## src/hdl/sixel_rle_encoder_assert.svh

```systemverilog
// Assertion helpers used by the request queue.
`ifndef SIXEL_RLE_ENCODER_ASSERT_SVH
`define SIXEL_RLE_ENCODER_ASSERT_SVH

// Same-cycle implication, quiet while reset is held.
`define SXL_ASSERT_IMPLY(label, clk, rst_n, ante, cons, msg) \
    label: assert property (@(posedge clk) disable iff (!rst_n) (ante) |-> (cons)) \
        else $error(msg);

// Next-cycle implication, quiet while reset is held.
`define SXL_ASSERT_NEXT(label, clk, rst_n, ante, cons, msg) \
    label: assert property (@(posedge clk) disable iff (!rst_n) (ante) |=> (cons)) \
        else $error(msg);

`endif

```

## src/hdl/sxl_pkg.sv

```systemverilog
`default_nettype none
package sxl_pkg;

    localparam int PALETTE_DEPTH_DEF = 256;
    localparam int MAX_RUN_DEF       = 255;
    localparam int QUEUE_DEPTH       = 4;
    localparam int QUEUE_PTR_W       = $clog2(QUEUE_DEPTH);
    localparam int QUEUE_CNT_W       = $clog2(QUEUE_DEPTH + 1);
    localparam int START_LEN         = 10;

    localparam logic [2:0] REQ_PIXEL = 3'd0;
    localparam logic [2:0] REQ_LF    = 3'd1;
    localparam logic [2:0] REQ_START = 3'd2;
    localparam logic [2:0] REQ_END   = 3'd3;
    localparam logic [2:0] REQ_LOAD  = 3'd4;

    localparam logic [1:0] CFG_COLOR_COUNT = 2'd0;
    localparam logic [1:0] CFG_USE_8BIT    = 2'd1;
    localparam logic [1:0] CFG_PRINT_BG    = 2'd2;
    localparam logic [1:0] CFG_BG_COLOR    = 2'd3;

    localparam logic [7:0] CH_HASH   = 8'h23;
    localparam logic [7:0] CH_SEMI   = 8'h3b;
    localparam logic [7:0] CH_TWO    = 8'h32;
    localparam logic [7:0] CH_BANG   = 8'h21;
    localparam logic [7:0] CH_DOLLAR = 8'h24;
    localparam logic [7:0] CH_DASH   = 8'h2d;
    localparam logic [7:0] CH_ESC    = 8'h1b;
    localparam logic [7:0] CH_P      = 8'h50;
    localparam logic [7:0] CH_BSL    = 8'h5c;
    localparam logic [7:0] CH_ZERO   = 8'h30;
    localparam logic [7:0] CH_DCS8   = 8'h90;
    localparam logic [7:0] CH_ST8    = 8'h9c;
    localparam logic [6:0] SIXEL_BASE = 7'h3f;
    localparam logic [5:0] ROW_FIRST  = 6'h01;
    localparam logic [5:0] ROW_LAST   = 6'h20;

    typedef struct packed {
        logic [8:0] color_count;
        logic       use_8bit;
        logic       print_bg;
        logic [7:0] bg_color;
    } t_cfg;

    typedef enum logic [1:0] {
        K_RUN,
        K_START,
        K_END
    } t_kind;

    typedef struct packed {
        t_kind       kind;
        logic        has_run;
        logic        lf;
        logic        dash;
        logic        cmode;
        logic        def;
        logic [7:0]  color;
        logic [7:0]  len;
        logic [6:0]  ch;
        logic [20:0] rgb;
    } t_cmd;

    typedef enum logic [4:0] {
        PH_IDLE,
        PH_D_HASH, PH_D_COL, PH_D_S1, PH_D_TWO, PH_D_S2,
        PH_D_R, PH_D_S3, PH_D_G, PH_D_S4, PH_D_B,
        PH_C_HASH, PH_C_COL,
        PH_R_BANG, PH_R_LEN, PH_R_CH2, PH_R_CH,
        PH_L_DOLLAR, PH_L_DASH,
        PH_S_LEAD, PH_S_P, PH_S_TXT,
        PH_E_DASH, PH_E_ST, PH_E_BSL
    } t_phase;

    function automatic logic [11:0] to_bcd(input logic [7:0] v);
        logic [19:0] s;
        s = {12'd0, v};
        for (int i = 0; i < 8; i++) begin
            if (s[11:8] >= 4'd5)  s[11:8]  = s[11:8] + 4'd3;
            if (s[15:12] >= 4'd5) s[15:12] = s[15:12] + 4'd3;
            if (s[19:16] >= 4'd5) s[19:16] = s[19:16] + 4'd3;
            s = s << 1;
        end
        return s[19:8];
    endfunction

    // Digit count minus one.
    function automatic logic [1:0] digits_m1(input logic [7:0] v);
        if (v >= 8'd100)
            return 2'd2;
        else if (v >= 8'd10)
            return 2'd1;
        return 2'd0;
    endfunction

    // After the introducer: 0;0;8 q and raster attributes "1;1
    function automatic logic [7:0] start_text(input logic [3:0] idx);
        logic [7:0] c;
        case (idx)
            4'd0:    c = 8'h30;
            4'd1:    c = 8'h3b;
            4'd2:    c = 8'h30;
            4'd3:    c = 8'h3b;
            4'd4:    c = 8'h38;
            4'd5:    c = 8'h71;
            4'd6:    c = 8'h22;
            4'd7:    c = 8'h31;
            4'd8:    c = 8'h3b;
            default: c = 8'h31;
        endcase
        return c;
    endfunction

endpackage
`default_nettype wire

```

## src/hdl/sxl_fifo.sv

```systemverilog
`default_nettype none
`include "sixel_rle_encoder_assert.svh"
module sxl_fifo (
    input  wire logic                            i_clk,
    input  wire logic                            i_rst_n,
    input  wire logic                            i_push,
    input  wire sxl_pkg::t_cmd                   i_cmd,
    input  wire logic                            i_pop,
    output sxl_pkg::t_cmd                        o_head,
    output logic                                 o_empty,
    output logic [sxl_pkg::QUEUE_CNT_W-1:0]      o_count
);

    localparam int PW = sxl_pkg::QUEUE_PTR_W;
    localparam int CW = sxl_pkg::QUEUE_CNT_W;

    sxl_pkg::t_cmd r_mem [sxl_pkg::QUEUE_DEPTH];
    logic [PW-1:0] r_wp, r_rp;
    logic [CW-1:0] r_count;

    always_ff @(posedge i_clk) begin
        if (!i_rst_n) begin
            r_wp    <= '0;
            r_rp    <= '0;
            r_count <= '0;
        end else begin
            if (i_push) begin
                r_wp <= r_wp + PW'(1);
            end
            if (i_pop) begin
                r_rp <= r_rp + PW'(1);
            end
            if (i_push && !i_pop) begin
                r_count <= r_count + CW'(1);
            end else if (i_pop && !i_push) begin
                r_count <= r_count - CW'(1);
            end
        end
    end

    always_ff @(posedge i_clk) begin
        if (i_push) begin
            r_mem[r_wp] <= i_cmd;
        end
    end

    assign o_head  = r_mem[r_rp];
    assign o_empty = r_count == '0;
    assign o_count = r_count;

    `SXL_ASSERT_IMPLY(a_no_overflow, i_clk, i_rst_n, i_push && !i_pop, r_count < CW'(sxl_pkg::QUEUE_DEPTH), "request queue overflow")
    `SXL_ASSERT_IMPLY(a_no_underflow, i_clk, i_rst_n, i_pop, r_count != '0, "pop from empty request queue")
    `SXL_ASSERT_NEXT(a_count_up, i_clk, i_rst_n, i_push && !i_pop, r_count == $past(r_count) + CW'(1), "queue count lost a push")

endmodule
`default_nettype wire

```

## config.mk

```make
export PLATFORM = sky130hd
export DESIGN_NAME = sxl_fifo
export DESIGN_NICKNAME = d
export VERILOG_FILES = /design/src/hdl/sxl_pkg.sv /design/src/hdl/sxl_fifo.sv
export VERILOG_INCLUDE_DIRS = /design/src /design/src/hdl
export SDC_FILE = /design/constraint.sdc
export NUM_CORES = 1
export LEC_CHECK = 0
export ABC_AREA = 1
export BUFFER_PORTS_ARGS = -buffer_cell sky130_fd_sc_hd__buf_2
export CAP_MARGIN = 10
export CORE_ASPECT_RATIO = 1.25
export CORE_UTILIZATION = 61
export DETAILED_ROUTE_END_ITERATION = 8
export GPL_ROUTABILITY_DRIVEN = 0
export GPL_TIMING_DRIVEN = 0
export HOLD_SLACK_MARGIN = 0.08
export PLACE_DENSITY = 0.8
export SETUP_SLACK_MARGIN = 0.05
export SYNTH_ARGS = -nofsm -noshare
export SYNTH_HDL_FRONTEND = slang
export SYNTH_SLANG_ARGS = --single-unit
```

## constraint.sdc

```tcl
create_clock -name i_clk -period 4.1 [get_ports i_clk]
set_input_delay 0.41 -clock i_clk [delete_from_list [all_inputs] [get_ports i_clk]]
set_output_delay 0.41 -clock i_clk [all_outputs]
set_load 0.02 [all_outputs]
```

---- After elaboration in Yosys (flattened, before gate mapping) ----
Memories as Yosys holds them, arrays and structs flattened. A register that Yosys moved wholly into a read port is not among the register bits.
Index checks and enable logic that the tools add are counted.
operators by class
  add/sub/neg operators ................... 4
  mux-type cells .......................... 6
  reduce and logical (&&, ||, !) cells .... 6
operator list
  kind                                                                count
  3-bit 2-to-1 mux                                                    2
  2-bit by 1-bit adder with 2-bit output, second input constant       2
  2-bit 2-to-1 mux                                                    2
  3-bit by 1-bit adder with 3-bit output, second input constant       1
  3-bit zero test                                                     1
  3-bit by 1-bit subtractor with 3-bit output, second input constant  1
  1-bit logical AND                                                   2
  1-bit zero test                                                     2
  1-bit 2-to-1 mux                                                    2
  2-bit nonzero test                                                  1
word-level totals
  bits in registers ....................... 7
  RAM bits ................................ 204
  output and inout port bits .............. 55
  word-level logic and storage cells ...... 20
  memories kept ........................... 1
memories
  name   depth  width  rd ports  clocked after Yosys merged registers in  write ports  line            source
  r_mem  4      51     1         1                                        1            sxl_fifo.sv:17  sxl_pkg::t_cmd r_mem [sxl_pkg::QUEUE_DEPTH];

---- Longest topological paths before layout ----
  depth in word-level cells ............... 4
  depth in mapped cells ................... 10
  gate-level depth less buffers ........... 10

---- Least setup slack after synthesis ----
Ideal clock, no wire load.
  path kind ............................... register to register
  start ................................... register r_wp[0]
  end ..................................... memory r_mem[2][0] (netlist name) (enable)
  data arrival time ....................... 1.585 ns
  slack ................................... 2.110 ns
  stages on the path, launching flop included .. 5
  buffers on the path ..................... 0
  period minus slack after synthesis ...... 1.990 ns
  cell sequence ........................... dfxtp_1 inv_1 ha_1 nand2_1 inv_1
RTL lines
  item                    line            source
  from (decl)             sxl_fifo.sv:18  logic [PW-1:0] r_wp, r_rp;
  from (signal assigned)  sxl_fifo.sv:28  r_wp <= r_wp + PW'(1);
  to (decl)               sxl_fifo.sv:17
No word-level cell before the write port.

==> summary.md <==
| Metric | Value |
|---|---|
| CTS sink count | `213` |
| Die area | `~14000 µm²` |
| Hold buffers post-CTS | `0` |
| Worst-case clock buffer depth | `3` |
| Mapped cell area | `around 8000 µm²` |
| Delay-heaviest family, CP | `buffers and inverters` |
| Switching Fraction | `about 23%` |
| Wire per inst | `about 21 µm` |
| Fin crit share | `between 60% and 70%` |
| Worst Skew | `~0.017 ns` |
| Pwr/cell area | `about 520 nW/µm²` |
| Most frequent cells in the layout | `edfxtp_1 (204), buf_2 (115), nor2_1 (107)` |
| Overall via count from detail_route | `5209` |
| Max cap viols | `0` |
| Fin crit period | `2.67 ns` |
| Fin. Hold Viols | `0` |
| Antenna-violating nets left | `0` |
| Slew HR | `a little under three fifths` |
| Die height | `around 130 µm` |
| Core area | `around 13000 µm²` |
| First-pass GRT wire length | `between 20000 and 30000 µm` |
| Crit path cell chain | `inv_2 > clkbuf_1 > o21ai_0 > o22ai_1 > buf_2` |
| Final number of max-transition violations | `0` |
| Total GRT Usage | `between 20% and 30%` |
| Ports | `between 100 and 150` |
| Final HPWL DP | `10800 µm` |
| RSZ-0062 raised after global routing | `false` |
| ANT cells | `0` |
| Status | `completed` |
| Clock Pin Slew Worst Setup and Hold Paths | `~0.06 ns` |
| P&R area growth vs syn | `19.2%` |
| Worst skew pair latency | `around 0.50 ns` |
| Internal power | `3860 µW` |
| Chip width | `between 100 and 150 µm` |
| Cell accounting for the most synthesized area | `edfxtp_1` |
| CP required | `around 3.7 ns` |
| Sw power | `1160 µW` |
| Final setup vio count | `0` |
| Iter 0 DRT Violations | `~400` |
| Synth cell types | `20` |
| Postcts setup bufs | `0` |
| Syn_nets | `between 600 and 700` |
| Area contributors post-synth | `edfxtp_1 (76%), nor2_1 (5.0%), o22ai_1 (4.0%)` |
| Layout cells sized above 1 | `about a quarter` |
| WS Path Type | `reg2out` |
| DR DRC count | `0` |
| Fmax | `375 MHz` |
| Setup TNS | `0 ns` |
| Htree depth | `1` |
| Filler cell count | `between 700 and 800` |
| Yosys warns | `0` |
| Initial antenna violation count | `0` |
| I/O Buffers | `109` |
| Sequential power share | `about half` |
| Root Buffer | `clkbuf_16` |
| Reg area | `between 6000 and 7000 µm²` |
| Vias/cell | `6.02` |
| Crit path buf inv count | `3` |
| Hold Crit Class | `in2reg` |
| Multi-input logic area | `roughly 1400 µm²` |
| CTS tree | `done` |
| CP Launch Type | `flop` |
| Synthesized netlist cell count | `550` |
| DR pass1 iterations | `5` |
| Synth top area share | `between 70% and 80%` |
| Sequential area share after synthesis | `between 70% and 80%` |
| Pin slew with the least headroom to its limit | `~0.67 ns` |
| Syn Area/Cell | `14.6 µm²` |
| Largest net degree at the start of global routing | `36` |
| Leading cell type in the layout, fill and taps excluded | `edfxtp_1` |
| Crit path max fanout | `10` |
| Initial Util | `~63%` |
| Comb power frac | `between 10% and 20%` |
| Critical Path Sink Type | `output pin` |
| Register bit count reported by yosys | `about 210` |
| Final instance area | `approximately 9600 µm²` |
| Post-cts resize count | `0` |
| Vias in the first global route | `between 5000 and 6000` |
| Critical Path AT | `~2.3 ns` |
| P_leak | `roughly 0.0035 µW` |
| Total gr overflow | `0` |
| CP peak stage delay | `slightly above 0.4 ns` |
| Row Count | `46` |
| Worst path slowest cell | `clkbuf_1` |
| Post-DP Area | `just under 9000 µm²` |
| Clock share of power | `39.2%` |
| Total Wirelength | `18100 µm` |
| Number of buffers created by CTS | `20` |
| Peak supply drop | `between 0.4 and 0.5 mV` |
| Final #Nets | `between 700 and 800` |
## stage by stage
step | std cells | util [%] | power, µW | hold slack [ns] | setup slack (ns)
floorplan | 550 | - | 2870 | 0.412 | 2.11
CTS | 866 | 74.9 | 5040 | 0.120 | 1.52
detailed placement | 831 | 69.4 | 3090 | 0.433 | 2.07
global route | 866 | 74.9 | 5160 | 0.127 | 1.45
global placement | 827 | 68.8 | 3060 | 0.421 | 1.36
finish | 866 | 74.9 | 5020 | 0.129 | 1.43
## power groups by stage
stage / Clock [µW] / Sequential [µW] / Combinational, µW
after detailed placement: 0 / 2560 / 535
after floorplan: 0 / 2560 / 315
after global routing: 2060 / 2520 / 580
final: 1970 / 2510 / 540
after global placement: 0 / 2560 / 502
after CTS: 1990 / 2510 / 541
## cell usage after synthesis
cell        n
clkbuf_2    2
dfxtp_1     9
ha_1        5
buf_4       5
a21oi_1     4
o22ai_1    51
nor3_1      1
fa_1        1
nand3_1     1
inv_2       2
buf_2       6
edfxtp_1  204
o21ai_0    48
clkbuf_1    6
inv_1      15
nand4_1     1
nor2_1    107
buf_6      13
nand2_1     9
o21ai_1    60
## final timing paths
| kind | from | to | slack [ns] | cells past startpoint |
|---|---|---|---|---|
| max | flop | o_head[40] | 1.43 | 5 |
| min | i_cmd[26] | r_mem[0][26] | 0.13 | 1 |
| max reg2reg | r_wp[1] | r_mem[1][12] | 2.32 | 5 |
| min reg2reg | r_rp[1] | r_rp[1] | 0.48 | 1 |
## metal layers
layer | wire length (µm) | vias to the layer above | global-route usage [%]
met5 | 0 | - | 0
met2 | 9640 | 271 | 48.0
met4 | 375 | 0 | 9.94
li1 | - | 2325 | -
met3 | 1230 | 35 | 3.85
met1 | 6840 | 2578 | 32.2
## worst register-to-register path, stage by stage, from the launching register on
cell and delay (ns):
dfxtp_1 0.33, inv_1 0.10, ha_1 0.15, nand2_1 0.07
inv_2 0.50, buf_12 0.30
## cell families (layout without fill, tap and decap cells)
kind of cell,count (synthesis),count (layout),synth area share [%]
DFF,213,213,78.5
AOI/OAI and AO/OA,163,163,11.0
and+or+nand+nor,119,119,5.62
buffers and inverters,49,197,3.86
adders and majority gates,6,6,1.03
## sequential cells by signal (all words and copies together) (netlist names), named ones only
register / flops
r_mem: 204
r_rp: 2
o_count: 3
r_wp: 2
## cell type report
cell class | instances | share of cell area (%)
Buffer | 32 | 2.57
Clock buffer | 26 | 5.79
Clock inverter | 9 | 1.59
Inverter | 17 | 0.667
Multi-Input combinational cell | 288 | 14.8
Sequential cell | 213 | 65.9
Tap cell | 168 | 2.20
Timing Repair Buffer | 113 | 6.54
No activity file was read; power rests on OpenSTA's default activity.
