$ cat src/hdl/sixel_rle_encoder_assert.svh
// Assertion helpers used by the request queue.
`ifndef SIXEL_RLE_ENCODER_ASSERT_SVH
`define SIXEL_RLE_ENCODER_ASSERT_SVH

// Same-cycle implication, quiet while reset is held.
`define SXL_ASSERT_IMPLY(label, clk, rst_n, ante, cons, msg) \
    label: assert property (@(posedge clk) disable iff (!rst_n) (ante) |-> (cons)) \
        else $error(msg);

// Next-cycle implication, quiet while reset is held.
`define SXL_ASSERT_NEXT(label, clk, rst_n, ante, cons, msg) \
    label: assert property (@(posedge clk) disable iff (!rst_n) (ante) |=> (cons)) \
        else $error(msg);

`endif

$ cat src/hdl/sxl_pkg.sv
`default_nettype none
package sxl_pkg;

    localparam int PALETTE_DEPTH_DEF = 256;
    localparam int MAX_RUN_DEF       = 255;
    localparam int QUEUE_DEPTH       = 4;
    localparam int QUEUE_PTR_W       = $clog2(QUEUE_DEPTH);
    localparam int QUEUE_CNT_W       = $clog2(QUEUE_DEPTH + 1);
    localparam int START_LEN         = 10;

    localparam logic [2:0] REQ_PIXEL = 3'd0;
    localparam logic [2:0] REQ_LF    = 3'd1;
    localparam logic [2:0] REQ_START = 3'd2;
    localparam logic [2:0] REQ_END   = 3'd3;
    localparam logic [2:0] REQ_LOAD  = 3'd4;

    localparam logic [1:0] CFG_COLOR_COUNT = 2'd0;
    localparam logic [1:0] CFG_USE_8BIT    = 2'd1;
    localparam logic [1:0] CFG_PRINT_BG    = 2'd2;
    localparam logic [1:0] CFG_BG_COLOR    = 2'd3;

    localparam logic [7:0] CH_HASH   = 8'h23;
    localparam logic [7:0] CH_SEMI   = 8'h3b;
    localparam logic [7:0] CH_TWO    = 8'h32;
    localparam logic [7:0] CH_BANG   = 8'h21;
    localparam logic [7:0] CH_DOLLAR = 8'h24;
    localparam logic [7:0] CH_DASH   = 8'h2d;
    localparam logic [7:0] CH_ESC    = 8'h1b;
    localparam logic [7:0] CH_P      = 8'h50;
    localparam logic [7:0] CH_BSL    = 8'h5c;
    localparam logic [7:0] CH_ZERO   = 8'h30;
    localparam logic [7:0] CH_DCS8   = 8'h90;
    localparam logic [7:0] CH_ST8    = 8'h9c;
    localparam logic [6:0] SIXEL_BASE = 7'h3f;
    localparam logic [5:0] ROW_FIRST  = 6'h01;
    localparam logic [5:0] ROW_LAST   = 6'h20;

    typedef struct packed {
        logic [8:0] color_count;
        logic       use_8bit;
        logic       print_bg;
        logic [7:0] bg_color;
    } t_cfg;

    typedef enum logic [1:0] {
        K_RUN,
        K_START,
        K_END
    } t_kind;

    typedef struct packed {
        t_kind       kind;
        logic        has_run;
        logic        lf;
        logic        dash;
        logic        cmode;
        logic        def;
        logic [7:0]  color;
        logic [7:0]  len;
        logic [6:0]  ch;
        logic [20:0] rgb;
    } t_cmd;

    typedef enum logic [4:0] {
        PH_IDLE,
        PH_D_HASH, PH_D_COL, PH_D_S1, PH_D_TWO, PH_D_S2,
        PH_D_R, PH_D_S3, PH_D_G, PH_D_S4, PH_D_B,
        PH_C_HASH, PH_C_COL,
        PH_R_BANG, PH_R_LEN, PH_R_CH2, PH_R_CH,
        PH_L_DOLLAR, PH_L_DASH,
        PH_S_LEAD, PH_S_P, PH_S_TXT,
        PH_E_DASH, PH_E_ST, PH_E_BSL
    } t_phase;

    function automatic logic [11:0] to_bcd(input logic [7:0] v);
        logic [19:0] s;
        s = {12'd0, v};
        for (int i = 0; i < 8; i++) begin
            if (s[11:8] >= 4'd5)  s[11:8]  = s[11:8] + 4'd3;
            if (s[15:12] >= 4'd5) s[15:12] = s[15:12] + 4'd3;
            if (s[19:16] >= 4'd5) s[19:16] = s[19:16] + 4'd3;
            s = s << 1;
        end
        return s[19:8];
    endfunction

    // Digit count minus one.
    function automatic logic [1:0] digits_m1(input logic [7:0] v);
        if (v >= 8'd100)
            return 2'd2;
        else if (v >= 8'd10)
            return 2'd1;
        return 2'd0;
    endfunction

    // After the introducer: 0;0;8 q and raster attributes "1;1
    function automatic logic [7:0] start_text(input logic [3:0] idx);
        logic [7:0] c;
        case (idx)
            4'd0:    c = 8'h30;
            4'd1:    c = 8'h3b;
            4'd2:    c = 8'h30;
            4'd3:    c = 8'h3b;
            4'd4:    c = 8'h38;
            4'd5:    c = 8'h71;
            4'd6:    c = 8'h22;
            4'd7:    c = 8'h31;
            4'd8:    c = 8'h3b;
            default: c = 8'h31;
        endcase
        return c;
    endfunction

endpackage
`default_nettype wire

$ cat src/hdl/sxl_back.sv
`default_nettype none
module sxl_back (
    input  wire logic          i_clk,
    input  wire logic          i_rst_n,
    input  wire sxl_pkg::t_cfg i_cfg,
    input  wire sxl_pkg::t_cmd i_head,
    input  wire logic          i_empty,
    output logic               o_pop,
    output logic               o_valid,
    input  wire logic          i_stall,
    output logic [7:0]         o_out_byte,
    output logic               o_last
);

    sxl_pkg::t_phase r_phase, w_phase, w_first, w_next, w_run_start, w_flush_start;
    logic [3:0]  r_cnt;
    logic        r_ovalid, r_olast;
    logic [7:0]  r_obyte;
    logic        w_take, w_emit, w_end;
    logic [7:0]  w_byte, w_num, w_ch;
    logic [11:0] w_bcd;
    logic [1:0]  w_ndm1, w_pos;
    logic [3:0]  w_dig;
    logic        w_num_end;

    assign w_ch = {1'b0, i_head.ch};

    always_comb begin
        if (i_head.len > 8'd2)
            w_run_start = sxl_pkg::PH_R_BANG;
        else if (i_head.len == 8'd2)
            w_run_start = sxl_pkg::PH_R_CH2;
        else
            w_run_start = sxl_pkg::PH_R_CH;
        if (i_head.cmode)
            w_flush_start = i_head.def ? sxl_pkg::PH_D_HASH : sxl_pkg::PH_C_HASH;
        else
            w_flush_start = w_run_start;
        unique case (i_head.kind)
            sxl_pkg::K_RUN:   w_first = i_head.has_run ? w_flush_start : sxl_pkg::PH_L_DOLLAR;
            sxl_pkg::K_START: w_first = sxl_pkg::PH_S_LEAD;
            sxl_pkg::K_END:   w_first = i_head.dash ? sxl_pkg::PH_E_DASH : sxl_pkg::PH_E_ST;
            default:          w_first = sxl_pkg::PH_IDLE;
        endcase
    end

    assign w_phase = (r_phase == sxl_pkg::PH_IDLE) ? w_first : r_phase;

    always_comb begin
        case (w_phase)
            sxl_pkg::PH_D_R: w_num = {1'b0, i_head.rgb[20:14]};
            sxl_pkg::PH_D_G: w_num = {1'b0, i_head.rgb[13:7]};
            sxl_pkg::PH_D_B: w_num = {1'b0, i_head.rgb[6:0]};
            sxl_pkg::PH_R_LEN: w_num = i_head.len;
            default:         w_num = i_head.color;
        endcase
    end

    assign w_bcd     = sxl_pkg::to_bcd(w_num);
    assign w_ndm1    = sxl_pkg::digits_m1(w_num);
    assign w_pos     = w_ndm1 - r_cnt[1:0];
    assign w_num_end = r_cnt[1:0] == w_ndm1;

    always_comb begin
        case (w_pos)
            2'd0:    w_dig = w_bcd[3:0];
            2'd1:    w_dig = w_bcd[7:4];
            default: w_dig = w_bcd[11:8];
        endcase
    end

    always_comb begin
        w_byte = 8'd0;
        w_end  = 1'b1;
        w_next = sxl_pkg::PH_IDLE;
        unique case (w_phase)
            sxl_pkg::PH_D_HASH: begin w_byte = sxl_pkg::CH_HASH; w_next = sxl_pkg::PH_D_COL; end
            sxl_pkg::PH_D_COL: begin
                w_byte = sxl_pkg::CH_ZERO + {4'd0, w_dig};
                w_end  = w_num_end;
                w_next = sxl_pkg::PH_D_S1;
            end
            sxl_pkg::PH_D_S1:  begin w_byte = sxl_pkg::CH_SEMI; w_next = sxl_pkg::PH_D_TWO; end
            sxl_pkg::PH_D_TWO: begin w_byte = sxl_pkg::CH_TWO;  w_next = sxl_pkg::PH_D_S2; end
            sxl_pkg::PH_D_S2:  begin w_byte = sxl_pkg::CH_SEMI; w_next = sxl_pkg::PH_D_R; end
            sxl_pkg::PH_D_R: begin
                w_byte = sxl_pkg::CH_ZERO + {4'd0, w_dig};
                w_end  = w_num_end;
                w_next = sxl_pkg::PH_D_S3;
            end
            sxl_pkg::PH_D_S3:  begin w_byte = sxl_pkg::CH_SEMI; w_next = sxl_pkg::PH_D_G; end
            sxl_pkg::PH_D_G: begin
                w_byte = sxl_pkg::CH_ZERO + {4'd0, w_dig};
                w_end  = w_num_end;
                w_next = sxl_pkg::PH_D_S4;
            end
            sxl_pkg::PH_D_S4:  begin w_byte = sxl_pkg::CH_SEMI; w_next = sxl_pkg::PH_D_B; end
            sxl_pkg::PH_D_B: begin
                w_byte = sxl_pkg::CH_ZERO + {4'd0, w_dig};
                w_end  = w_num_end;
                w_next = sxl_pkg::PH_C_HASH;
            end
            sxl_pkg::PH_C_HASH: begin w_byte = sxl_pkg::CH_HASH; w_next = sxl_pkg::PH_C_COL; end
            sxl_pkg::PH_C_COL: begin
                w_byte = sxl_pkg::CH_ZERO + {4'd0, w_dig};
                w_end  = w_num_end;
                w_next = w_run_start;
            end
            sxl_pkg::PH_R_BANG: begin w_byte = sxl_pkg::CH_BANG; w_next = sxl_pkg::PH_R_LEN; end
            sxl_pkg::PH_R_LEN: begin
                w_byte = sxl_pkg::CH_ZERO + {4'd0, w_dig};
                w_end  = w_num_end;
                w_next = sxl_pkg::PH_R_CH;
            end
            sxl_pkg::PH_R_CH2: begin w_byte = w_ch; w_next = sxl_pkg::PH_R_CH; end
            sxl_pkg::PH_R_CH: begin
                w_byte = w_ch;
                w_next = i_head.lf ? sxl_pkg::PH_L_DOLLAR : sxl_pkg::PH_IDLE;
            end
            sxl_pkg::PH_L_DOLLAR: begin
                w_byte = sxl_pkg::CH_DOLLAR;
                w_next = i_head.dash ? sxl_pkg::PH_L_DASH : sxl_pkg::PH_IDLE;
            end
            sxl_pkg::PH_L_DASH: w_byte = sxl_pkg::CH_DASH;
            sxl_pkg::PH_S_LEAD: begin
                w_byte = i_cfg.use_8bit ? sxl_pkg::CH_DCS8 : sxl_pkg::CH_ESC;
                w_next = i_cfg.use_8bit ? sxl_pkg::PH_S_TXT : sxl_pkg::PH_S_P;
            end
            sxl_pkg::PH_S_P: begin w_byte = sxl_pkg::CH_P; w_next = sxl_pkg::PH_S_TXT; end
            sxl_pkg::PH_S_TXT: begin
                w_byte = sxl_pkg::start_text(r_cnt);
                w_end  = r_cnt == 4'(sxl_pkg::START_LEN - 1);
            end
            sxl_pkg::PH_E_DASH: begin w_byte = sxl_pkg::CH_DASH; w_next = sxl_pkg::PH_E_ST; end
            sxl_pkg::PH_E_ST: begin
                w_byte = i_cfg.use_8bit ? sxl_pkg::CH_ST8 : sxl_pkg::CH_ESC;
                w_next = i_cfg.use_8bit ? sxl_pkg::PH_IDLE : sxl_pkg::PH_E_BSL;
            end
            sxl_pkg::PH_E_BSL: w_byte = sxl_pkg::CH_BSL;
            default: begin
            end
        endcase
    end

    assign w_take = !r_ovalid || !i_stall;
    assign w_emit = !i_empty && w_take;
    assign o_pop  = w_emit && w_end && (w_next == sxl_pkg::PH_IDLE);

    always_ff @(posedge i_clk) begin
        if (!i_rst_n) begin
            r_phase  <= sxl_pkg::PH_IDLE;
            r_cnt    <= 4'd0;
            r_ovalid <= 1'b0;
        end else begin
            if (w_emit) begin
                r_ovalid <= 1'b1;
                if (w_end) begin
                    r_phase <= w_next;
                    r_cnt   <= 4'd0;
                end else begin
                    r_phase <= w_phase;
                    r_cnt   <= r_cnt + 4'd1;
                end
            end else if (!i_stall) begin
                r_ovalid <= 1'b0;
            end
        end
    end

    always_ff @(posedge i_clk) begin
        if (w_emit) begin
            r_obyte <= w_byte;
            r_olast <= o_pop;
        end
    end

    assign o_valid    = r_ovalid;
    assign o_out_byte = r_obyte;
    assign o_last     = r_olast;

endmodule
`default_nettype wire

$ cat config.mk
export PLATFORM = sky130hd
export DESIGN_NAME = sxl_back
export DESIGN_NICKNAME = d
export VERILOG_FILES = /design/src/hdl/sixel_rle_encoder_assert.svh /design/src/hdl/sxl_pkg.sv /design/src/hdl/sxl_back.sv
export SDC_FILE = /design/constraint.sdc
export NUM_CORES = 1
export LEC_CHECK = 0
export BUFFER_PORTS_ARGS = -buffer_cell sky130_fd_sc_hd__buf_2
export CAP_MARGIN = 0
export CORE_AREA = 10 10 111 113
export CTS_CLUSTER_DIAMETER = 120
export DETAILED_ROUTE_END_ITERATION = 8
export DIE_AREA = 0 0 121 123
export PLACE_DENSITY = 0.66
export REMOVE_ABC_BUFFERS = 1
export SLEW_MARGIN = 30
export SYNTH_ARGS = -nofsm -noshare
export SYNTH_HDL_FRONTEND = slang
export SYNTH_SLANG_ARGS = --single-unit
$ cat constraint.sdc
create_clock -name i_clk -period 9.88 [get_ports i_clk]
set_input_delay 0.988 -clock i_clk [delete_from_list [all_inputs] [get_ports i_clk]]
set_output_delay 0.988 -clock i_clk [all_outputs]
set_load 0.01 [all_outputs]
Word-level counts from Yosys, hierarchy flattened
Memories as Yosys holds them, arrays and structs flattened. A register that Yosys moved wholly into a read port is not among the register bits.
Index checks and enable logic that the tools add are counted.
W data, S select, Z words.
{ "word_totals": {"reg_bits": 19, "romBits": 80, "in_bits": 74, "memories": 1} }
{ "mem_list": {"columns": ["memory", "depth", "width", "read_ports", "rd_ports_with_merged_regs", "write_ports", "line_no", "text"], "rows": [
  ["(name not given)", 16, 5, 1, 1, 0, "sxl_pkg.sv:99", "case (idx)"]
]} }
{ "op_classes": {"n_addsub": 21, "magnitude_cmp": 21, "eq_ne": 31, "n_mux": 48, "reduce_logical": 17} }
{ "ops": {"columns": ["operator", "count"], "rows": [
  ["$pmux W8 S13", 1],
  ["$pmux W5 S20", 1],
  ["$ge A4 B3 Y1 const B", 15],
  ["$mux W4", 15],
  ["$eq A5 B5 Y1 const B", 9],
  ["$mux W5", 9],
  ["$add A4 B2 Y4 const B", 11],
  ["$eq A5 B4 Y1 const B", 8],
  ["$pmux W8 S4", 1],
  ["$mux W3", 7],
  ["$eq A5 B3 Y1 const B", 4],
  ["$mux W8", 2],
  ["$pmux W5 S3", 1],
  ["$add A3 B2 Y3 const B", 4],
  ["$eq A5 B2 Y1 const B", 2],
  ["$logic_not A5 Y1", 2],
  ["$eq A8 B2 Y1 const B", 1],
  ["$ge A8 B4 Y1 const B", 1],
  ["$ge A8 B7 Y1 const B", 1],
  ["$gt A8 B2 Y1 const B", 1],
  ["$pmux W4 S2", 1],
  ["$reduce_or A2 Y1", 4],
  ["$add A6 B4 Y7 const A", 1],
  ["$add A1 B2 Y3 const AB", 2],
  ["other kinds (20)", 34]
]} }

Logic depth before layout (Yosys ltp)
Gate-level depths: netlist of run 1.
{ "logic_depth": {"ltp_word": 26, "ltp_mapped": 34, "ltp_nobuf": 32} }

Least setup slack after synthesis of run 1
Ideal clock, no wire load.
{ "synth_timing": {"kind": "input -> register", "from": "input i_head[49] (netlist bit)", "to": "register r_obyte[0] (netlist: o_out_byte[0]) (data pin)", "setup_time_ns": 0.158, "arrival_ns": 7.582, "t_required_ns": 9.722, "setup_slack_ns": 2.140, "stages": 34, "path_buffers": 3, "cell_sequence": "inv_1 -> ha_1 -> or4bb_1 -> a211oi_1 -> a21o_1 -> buf_6 -> mux2i_4 -> nand2_4 -> a211o_1 -> inv_2 -> ha_1 -> inv_1 -> ha_1 -> a41oi_1 -> and2_4 -> xnor2_1 -> ha_1 -> inv_1 -> a221oi_1 -> o21ai_0 -> a32oi_1 -> xnor2_1 -> buf_6 -> nand2_1 -> ha_1 -> clkbuf_1 -> a211oi_1 -> a21oi_1 -> ha_1 -> o21ai_0 -> nand3_2 -> a2111oi_2 -> or4b_1 -> o211ai_1"} }
{ "synth_via": {"elab_chain_cells": 22, "elab_cells_between_ends": 83, "classes_between": "14 x add/sub; 14 x order compare; 27 x eq/ne; 21 x mux; 7 x reduce/logical"} }
{ "synth_lines": {"columns": ["item", "line_no", "text"], "rows": [
  ["from (decl)", "sxl_back.sv:6", "input wire sxl_pkg::t_cmd i_head,"],
  ["$eq A2 B2 Y1, or another cell as far along", "sxl_back.sv:39", "unique case (i_head.kind)"],
  ["$pmux W5 S3 *", "sxl_back.sv:39", null],
  ["$mux W5 *", "sxl_back.sv:47", "assign w_phase = (r_phase == sxl_pkg::PH_IDLE) ? w_first : r_phase;"],
  ["$eq A5 B4 Y1 or $eq A5 B3 Y1 (tied branches)", "sxl_back.sv:50, sxl_back.sv:76", null],
  ["$pmux W8 S4", "sxl_back.sv:50", "case (w_phase)"],
  ["$ge A1 B3 Y1 or $add A1 B2 Y3 (tied branches)", "sxl_pkg.sv:79", "if (s[11:8] >= 4'd5) s[11:8] = s[11:8] + 4'd3;"],
  ["$mux W3", "sxl_pkg.sv:79", null],
  ["$add A4 B2 Y4 or $ge A4 B3 Y1 (tied branches)", "sxl_pkg.sv:79", null],
  ["[7 not listed]", null, null],
  ["$add A4 B2 Y4, or another cell as far along", "sxl_pkg.sv:80", "if (s[15:12] >= 4'd5) s[15:12] = s[15:12] + 4'd3;"],
  ["$mux W4, on equally long branches", "sxl_pkg.sv:80, sxl_pkg.sv:79", null],
  ["$add A4 B2 Y4, or another cell as far along", "sxl_pkg.sv:80", null],
  ["$mux W4, on equally long branches", "sxl_pkg.sv:80, sxl_pkg.sv:79", null],
  ["$pmux W4 S2", "sxl_back.sv:65", "case (w_pos)"],
  ["$add A6 B4 Y7", null, null],
  ["$pmux W8 S13 *", "sxl_back.sv:76", "unique case (w_phase)"],
  ["named net w_byte[0]", "sxl_back.sv:20", "logic [7:0] w_byte, w_num, w_ch;"],
  ["to (signal assigned)", "sxl_back.sv:172", "r_obyte <= w_byte;"],
  ["to (decl)", "sxl_back.sv:18", "logic [7:0] r_obyte;"]
]} }
The timed path passes the listed nets; every way through them passes the cells marked *.
A chain may end at the register's enable or synchronous reset.

Worst setup path in the final report of run 1
{ "layout_timing": {"from": "input i_head[50] (netlist bit)", "to": "register r_obyte[0] (netlist: o_out_byte[0]) (data pin)"} }
Same word-level chain as after synthesis.

==> results of run 1 <==
## cell usage after synthesis (all sizes together), types with 6 or more instances
library cell / n
nand2: 56
a21boi: 6
a21oi: 36
a22oi: 11
nor2: 48
inv: 23
or3: 7
nor3: 10
xnor2: 8
dfxtp: 15
o211ai: 8
clkbuf: 14
nand3: 26
o22ai: 9
edfxtp: 9
mux2i: 9
o31ai: 6
ha: 15
a211oi: 20
a21o: 6
o21ai: 33
buf: 8
## critical path: cells and delay by family
family | cells | cell delay (ns)
AO/OA/AOI/OAI | 12 | 3.40
adder cells (fa/ha/maj) | 6 | 1.43
buffers and inverters | 5 | 0.45
AND/OR/NAND/NOR | 6 | 1.67
multiplexers | 1 | 0.31
XOR/XNOR | 2 | 0.46
## final timing paths
kind              slack [ns]  cells after the start             to
setup / recovery        1.28                     32  o_out_byte[0]
hold / removal          0.49                      2        o_valid
setup reg to reg        1.90                     29  o_out_byte[0]
hold reg to reg         0.49                      2        o_valid
## through the flow
stage,hold WS [ns],std cells
finish,0.489,672
global route,0.522,672
CTS,0.493,672
detailed placement,0.481,668
global placement,0.478,668
floorplan,0.466,456
## kinds of logic after synthesis
logic type	count (synthesis)
AOI/OAI and AO/OA	191
and+or+nand+nor	182
buffers and inverters	45
DFF	24
adders and majority gates	15
xor gates and xnor gates	11
muxes	10
## cell usage in the layout (no fill, tap or decap), types with 5 or more instances in the layout
cell | netlist | layout
buf_4 | 0 | 10
edfxtp_1 | 9 | 9
o21a_1 | 5 | 5
nand3_1 | 25 | 25
a22oi_1 | 11 | 11
nor3_1 | 9 | 9
and3_1 | 5 | 5
ha_1 | 15 | 15
xnor2_1 | 8 | 7
mux2i_1 | 6 | 6
o211ai_1 | 7 | 7
nand2_1 | 55 | 55
a211oi_1 | 19 | 19
nand2b_1 | 5 | 5
buf_2 | 2 | 66
or3_1 | 6 | 6
nor2_1 | 48 | 48
o22ai_1 | 8 | 8
a21o_1 | 6 | 6
inv_1 | 19 | 19
a21boi_0 | 5 | 5
dfxtp_1 | 15 | 15
a21oi_1 | 35 | 35
o31ai_1 | 5 | 5
o31a_1 | 5 | 5
o21ai_0 | 30 | 30
## per-layer routing
layer	part of all wire	global-route usage	up-vias
li1	-	-	1960
met1	0.46	0.207	1925
met2	0.46	0.254	159
met3	0.073	0.0351	13
met4	0.011	0.0241	0
met5	0	0	-
## cell type report
cell class              instances  area (sq um)  share of cell area
repair buffers                 76           405               0.101
flip-flops and latches         24           571               0.142
multi-input cells             409          2740               0.682
inverters                      23          86.3              0.0215
clock buffers                   3          41.3              0.0103
well taps                     136           170              0.0424
clock inverters                 1          3.75            0.000935
==> metrics.yaml, run 1 <==
layout:
  final_nets: 626
  final_area_sq_mm: 0.00401
  areaGrowthSynthToFinish_pct: 15.4
  n_fill_cell: 1042
  fin_util: 0.396
  antennaDiodeCount: 0
  drive_above_1_share: 0.213
timing:
  slew_headroom: 0.372
  tns_ns: 0
  slew_viol_final: 0
  fin_crit_ns: 8.60
  rsz0062_at_grt: "false"
  setup_viol: 0
  tightestPinTransition_ns: 0.916
  finalHoldViolCount: 0
  max_freq_ghz: 0.116
  worst_clock_skew_ns: 0.00279
  min_period_over_period: 0.871
  fin_ws_ns: 1.28
route:
  dr.pass1.iters: 7
  vias: 4057
  drt-initial-drc-count: 343
  drc: 0
  avgViaCountPerCell: 6.04
  detail-route-antenna-nets: 0
  routed_wl_mm: 12.0
  wire_per_inst_um: 17.9
placement:
  gp_congestion: 0.889
  hpwl_mm: 9.50
  port_buffers: 66
  place_area_sq_mm: 0.00396
  place_ws_ns: 0.789
worst_setup_path:
  critPathCaptureType: "flop"
  cp.required_ns: 9.99
  crit_fanout: 11
  crit_type: "primary input to flop"
  worst_ep_arrival_time_ns: 8.72
  cpMaxStageDelayCell: "a211oi_1"
  cp-start-kind: "primary input"
  startpoint: "i_head[50]"
  crit_path_max_incr_delay_ns: 0.57
  crit_top_cell: "ha_1"
  reg2reg_from: "r_phase[2]"
synth:
  yosys.area.top_type_share: 0.0863
  ys_seq_area_frac: 0.164
  synth.avg_cell_area_sq_um: 7.28
  yosys.area.top_type: "dfxtp_1"
  async_flop_share: 0
  yosys_warnings: 0
  syn_area_sq_mm: 0.00348
  synth_mux_area_frac: 0.0399
  synth-edff-count: 9
  synth_area_leaders: "dfxtp_1 8.6%, edfxtp_1 7.8%, nand2_1 5.9%"
  syn-instance-count: 478
  ys_types: 83
  synth_top_family_by_area: "compound AO/OA/AOI/OAI gates"
  synthXorXnorAreaFrac: 0.0277
  yosys.area_share.simple: 0.264
  yosys_register_bits: 24
  synth_compound_area_frac: 0.397
  synth-adder-area-share: 0.0539
  ys.flop_type: "dfxtp_1"
clock_network:
  cts_hold_repair.buffers: 0
  cts_made_buffers: 3
  clk_latency_ns: 0.26
  htreeDepth: 1
  clk_path_buf_depth: 2
  post-cts-setup-buffers: 0
  tritoncts: "built"
  clock_sinks: 24
  clk_pin_slew_ns: 0.09
  cts_resized: 0
  root_buffer: "clkbuf_8"
global_routing:
  grt_max_degree: 24
  grt_use_total: 0.155
  grt_pass1_wl_mm: 19.2
  grt_remaining_overflow: 0
  grt_pass1_vias: 3749
  antenna_found_initial: 0
die:
  die_h_um: 123
  rows: 37
  core_sq_mm: 0.0101
  io_pins: 85
  die_x_um: 121
  initial_core_util: 0.343
  die_area_sq_mm: 0.0149
run_status:
  status: "completed"
worst_hold_path:
  hp-class: "flop to flop"
  worstHoldStart: "o_valid"
flow_run:
  cap_viol_max_count: 0
Power of run 1 is not shown: default switching activity piles up to over one toggle a cycle in this logic, so the estimate is an artifact.
==> inputs of run 2 (changes only) <==
- CORE_AREA: 10 10 111 113 -> 3 3 104 106
- DIE_AREA: 0 0 121 123 -> 0 0 107 109
==> metrics.yaml, run 2 (same netlist as run 1, synthesis figures left out) <==
timing:
  fin_crit_ns: 8.44  # -0.164 ns
  min_period_over_period: 0.854  # -0.0166
  slew_headroom: 0.373  # +0.00148
  tns_ns: 0  # unchanged
  worst_clock_skew_ns: 0.00604  # +0.00325 ns
  max_freq_ghz: 0.118  # +1.9%
  tightestPinTransition_ns: 0.934  # +0.0183 ns
  rsz0062_at_grt: "false"
  setup_viol: 0  # unchanged
  slew_viol_final: 0  # unchanged
  finalHoldViolCount: 0  # unchanged
die:
  io_pins: 85  # unchanged
  rows: 36  # -2.7%
  die_h_um: 109  # -11%
  die_x_um: 107  # -12%
  die_area_sq_mm: 0.0117  # -22%
  core_sq_mm: 0.00986  # -2.7%
  initial_core_util: 0.353  # +0.00953
route:
  drt-initial-drc-count: 366  # +6.7%
  dr.pass1.iters: 5  # -2
  drc: 0  # unchanged
  detail-route-antenna-nets: 0  # unchanged
  wire_per_inst_um: 17.3  # -3.1%
  routed_wl_mm: 11.6  # -3.4%
  avgViaCountPerCell: 6.02  # -0.32%
  vias: 4032  # -0.62%
clock_network:
  root_buffer: "clkbuf_8"
  cts_hold_repair.buffers: 0  # unchanged
  post-cts-setup-buffers: 0  # unchanged
  clk_latency_ns: 0.28  # +0.02 ns
  cts_made_buffers: 3  # unchanged
  cts_resized: 0  # unchanged
  htreeDepth: 1  # unchanged
  clock_sinks: 24  # unchanged
  clk_path_buf_depth: 2  # unchanged
  clk_pin_slew_ns: 0.10  # about the same
  tritoncts: "built"
worst_setup_path:
  critPathCaptureType: "flop"
  crit_top_cell: "ha_1"
  cp-start-kind: "primary input"
  worst_ep_arrival_time_ns: 8.57  # -0.15 ns
  crit_path_max_incr_delay_ns: 0.56  # about the same
  crit_fanout: 11  # unchanged
  cp.required_ns: 10.01  # +0.02 ns
  crit_type: "primary input to flop"
  cpMaxStageDelayCell: "a211oi_1"
layout:
  antennaDiodeCount: 0  # unchanged
  areaGrowthSynthToFinish_pct: 16.1
  final_nets: 627  # +0.16%
  layout_commonest_cell: "buf_2"
  final_cell_mix: "66 x buf_2, 55 x nand2_1, 48 x nor2_1"
  drive_above_1_share: 0.216  # +0.00333
  n_fill_cell: 1006  # -3.5%
flow_run:
  cap_viol_max_count: 0  # unchanged
placement:
  gp_congestion: 1.07  # +20%
  hpwl_mm: 9.02  # -5.1%
  port_buffers: 66  # unchanged
global_routing:
  grt_pass1_wl_mm: 18.5  # -3.5%
  grt_remaining_overflow: 0  # unchanged
  grt_max_degree: 21  # -13%
  grt_pass1_vias: 3751  # +0.053%
  grt_use_total: 0.196  # +0.0411
  antenna_found_initial: 0  # unchanged
worst_hold_path:
  hp-class: "flop to flop"
run_status:
  status: "completed"
[run 2: area by class of cell]
type | instances | area [sq um] | area share
multi-input combinational | 409 | 2730 | 0.676
clock buffer | 3 | 41.3 | 0.0102
inverter | 23 | 86.3 | 0.0214
tap | 133 | 166 | 0.0412
sequential | 24 | 571 | 0.141
timing repair buffer | 77 | 413 | 0.102
clock inverter | 1 | 30.0 | 0.00743
[run 2: worst paths after layout]
path	start	slack (ns)	end	depth (start not counted)
setup / recovery	i_head[50]	1.44	o_out_byte[0]	33
hold / removal	o_valid	0.49	o_valid	2
setup reg to reg	r_phase[2]	2.00	o_out_byte[0]	30
hold reg to reg	o_valid	0.49	o_valid	2
[run 2: through the flow]
stage	setup slack [ns]	cell area, sq um	cells	util	hold WS (ns)
5_1_grt	0.859	4040	670	0.410	0.543
3_5_place_dp	1.24	3970	666	0.402	0.487
6_report	1.44	4040	670	0.410	0.490
3_3_place_gp	1.45	3970	666	0.402	0.482
2_1_floorplan	1.69	3380	456	-	0.466
4_1_cts	1.51	4040	670	0.409	0.499
[run 2: worst max-delay path, delay by kind of cell]
family | cells | cell delay, ns
xor+xnor | 2 | 0.30
compound gates | 12 | 3.27
mux | 1 | 0.31
fa+ha+maj | 6 | 1.40
simple gates | 6 | 1.62
buf+inv | 6 | 0.65
[run 2: routing by layer]
| metal | vias up | GRT usage | routed length, um |
|---|---|---|---|
| met2 | 200 | 0.313 | 5090 |
| li1 | 1965 | - | - |
| met5 | - | 0 | 0 |
| met4 | 0 | 0.0411 | 159 |
| met3 | 16 | 0.0308 | 946 |
| met1 | 1851 | 0.281 | 5410 |
Power of run 2 is left out for the same reason.
==> inputs of run 3 (changes only) <==
- CORE_AREA: 3 3 104 106 -> 3 3 110 101
- DIE_AREA: 0 0 107 109 -> 0 0 113 104
- PLACE_DENSITY: 0.66 -> 0.65
==> metrics.yaml, run 3 (same netlist as run 1, synthesis figures left out) <==
timing:
  setup_viol: 0  # unchanged
  slew_headroom: 0.387  # +0.0133
  tns_ns: 0  # unchanged
  slew_viol_final: 0  # unchanged
  worst_clock_skew_ns: 0.00612  # +0.0000778 ns
  rsz0062_at_grt: "false"
  fin_crit_ns: 8.36  # -0.0799 ns
  finalHoldViolCount: 0  # unchanged
  min_period_over_period: 0.846  # -0.00808
  max_freq_ghz: 0.120  # +0.95%
  tightestPinTransition_ns: 0.915  # -0.0199 ns
  fin_ws_ns: 1.52  # +0.0798 ns
route:
  wl_met3_um: 853  # -9.8%
  avgViaCountPerCell: 6.06  # +0.68%
  drc: 0  # unchanged
  drt-initial-drc-count: 322  # -12%
  routed_wl_mm: 11.6  # +0.18%
  highest_layer: "met4"
  wire_per_inst_um: 17.5  # +1.1%
  met2_wirelength_mm: 5.20  # +2.1%
  dr.pass1.iters: 5  # unchanged
  met1_length_mm: 5.26  # -2.9%
  vias: 4023  # -0.22%
  detail-route-antenna-nets: 0  # unchanged
flow_run:
  cap_viol_max_count: 0  # unchanged
worst_setup_path:
  cp-start-kind: "primary input"
  crit_top_cell: "ha_1"
  startpoint: "i_head[30]"
  critPathCaptureType: "flop"
  worst_ep_arrival_time_ns: 8.46  # -0.11 ns
  crit_type: "primary input to flop"
  crit_fanout: 22  # +11
  cp.required_ns: 9.98  # -0.03 ns
  rr_worst_depth: 29  # -3.3%
  reg2reg_from: "r_phase[2]"
  cpMaxStageDelayCell: "o41ai_1"
  crit_path_max_incr_delay_ns: 0.67  # +0.11 ns
placement:
  dp.cells: 660  # -0.90%
  port_buffers: 66  # unchanged
  place_area_sq_mm: 0.00395  # -0.50%
  gp_congestion: 0.924  # -14%
  place_ws_ns: 1.30  # +0.0600 ns
  hpwl_mm: 9.02  # about the same
layout:
  antennaDiodeCount: 0  # unchanged
  areaGrowthSynthToFinish_pct: 16.5
  drive_above_1_share: 0.213  # -0.00293
  layout_commonest_cell: "buf_2"
  seq_area_sq_um: 571  # unchanged
  final_cell_mix: "66 x buf_2, 55 x nand2_1, 48 x nor2_1"
  multi_input_area_sq_mm: 0.00273  # unchanged
  final_cells: 664  # -0.90%
  final_nets: 625  # -0.32%
  final_area_sq_mm: 0.00405  # +0.34%
  n_fill_cell: 1052  # +4.6%
global_routing:
  antenna_found_initial: 0  # unchanged
  grt_remaining_overflow: 0  # unchanged
  grt_pass1_vias: 3821  # +1.9%
  grt_pass1_wl_mm: 18.7  # +0.82%
  grt_use_total: 0.190  # -0.00590
  grt_max_degree: 23  # +9.5%
clock_network:
  clock_sinks: 24  # unchanged
  cts_made_buffers: 3  # unchanged
  clk_pin_slew_ns: 0.07  # -0.03 ns
  cts_hold_repair.buffers: 0  # unchanged
  root_buffer: "clkbuf_16"
  clk_latency_ns: 0.26  # -0.02 ns
  htreeDepth: 1  # unchanged
  clk_path_buf_depth: 2  # unchanged
  cts_resized: 0  # unchanged
  post-cts-setup-buffers: 0  # unchanged
  tritoncts: "built"
die:
  io_pins: 85  # unchanged
  core_sq_mm: 0.0102  # +3.0%
  die_x_um: 113  # +5.6%
  initial_core_util: 0.342  # -0.0103
  die_h_um: 104  # -4.6%
  rows: 35  # -2.8%
  die_area_sq_mm: 0.0118  # +0.76%
worst_hold_path:
  hold_depth: 2  # unchanged
  hp-class: "flop to flop"
  worstHoldStart: "o_valid"
run_status:
  status: "completed"
## run 3: area by class of cell
type,count,share of cell area
clock buffer,3,0.0185
clock inverter,1,0.00741
inverter,23,0.0213
multi-input combinational,409,0.674
sequential,24,0.141
tap,129,0.0398
timing repair buffer,75,0.0981
## run 3: metrics by stage
step,hold WS [ns],util
final,0.494,0.399
after global routing,0.534,0.399
after CTS,0.504,0.399
after detailed placement,0.489,0.388
after global placement,0.484,0.388
after floorplan,0.466,-
## run 3: per-layer routing
metal / up-vias / global-route usage
li1: 1964 / -
met1: 1862 / 0.270
met2: 164 / 0.299
met3: 33 / 0.0250
met4: 0 / 0.0584
met5: - / 0
## run 3: path summary, 6_finish.rpt
path,to,slack (ns)
worst max-delay path,o_out_byte[0],1.52
worst min-delay path,o_valid,0.49
worst max register to register,o_out_byte[0],2.15
worst min register to register,o_valid,0.49
## run 3: critical path: cells and delay by family
| kind | cells | cell delay, ns |
|---|---|---|
| fa+ha+maj | 5 | 1.20 |
| mux | 1 | 0.37 |
| xor+xnor | 2 | 0.41 |
| compound gates | 12 | 3.30 |
| simple gates | 6 | 1.65 |
| buf+inv | 4 | 0.52 |
Power of run 3 is left out for the same reason.
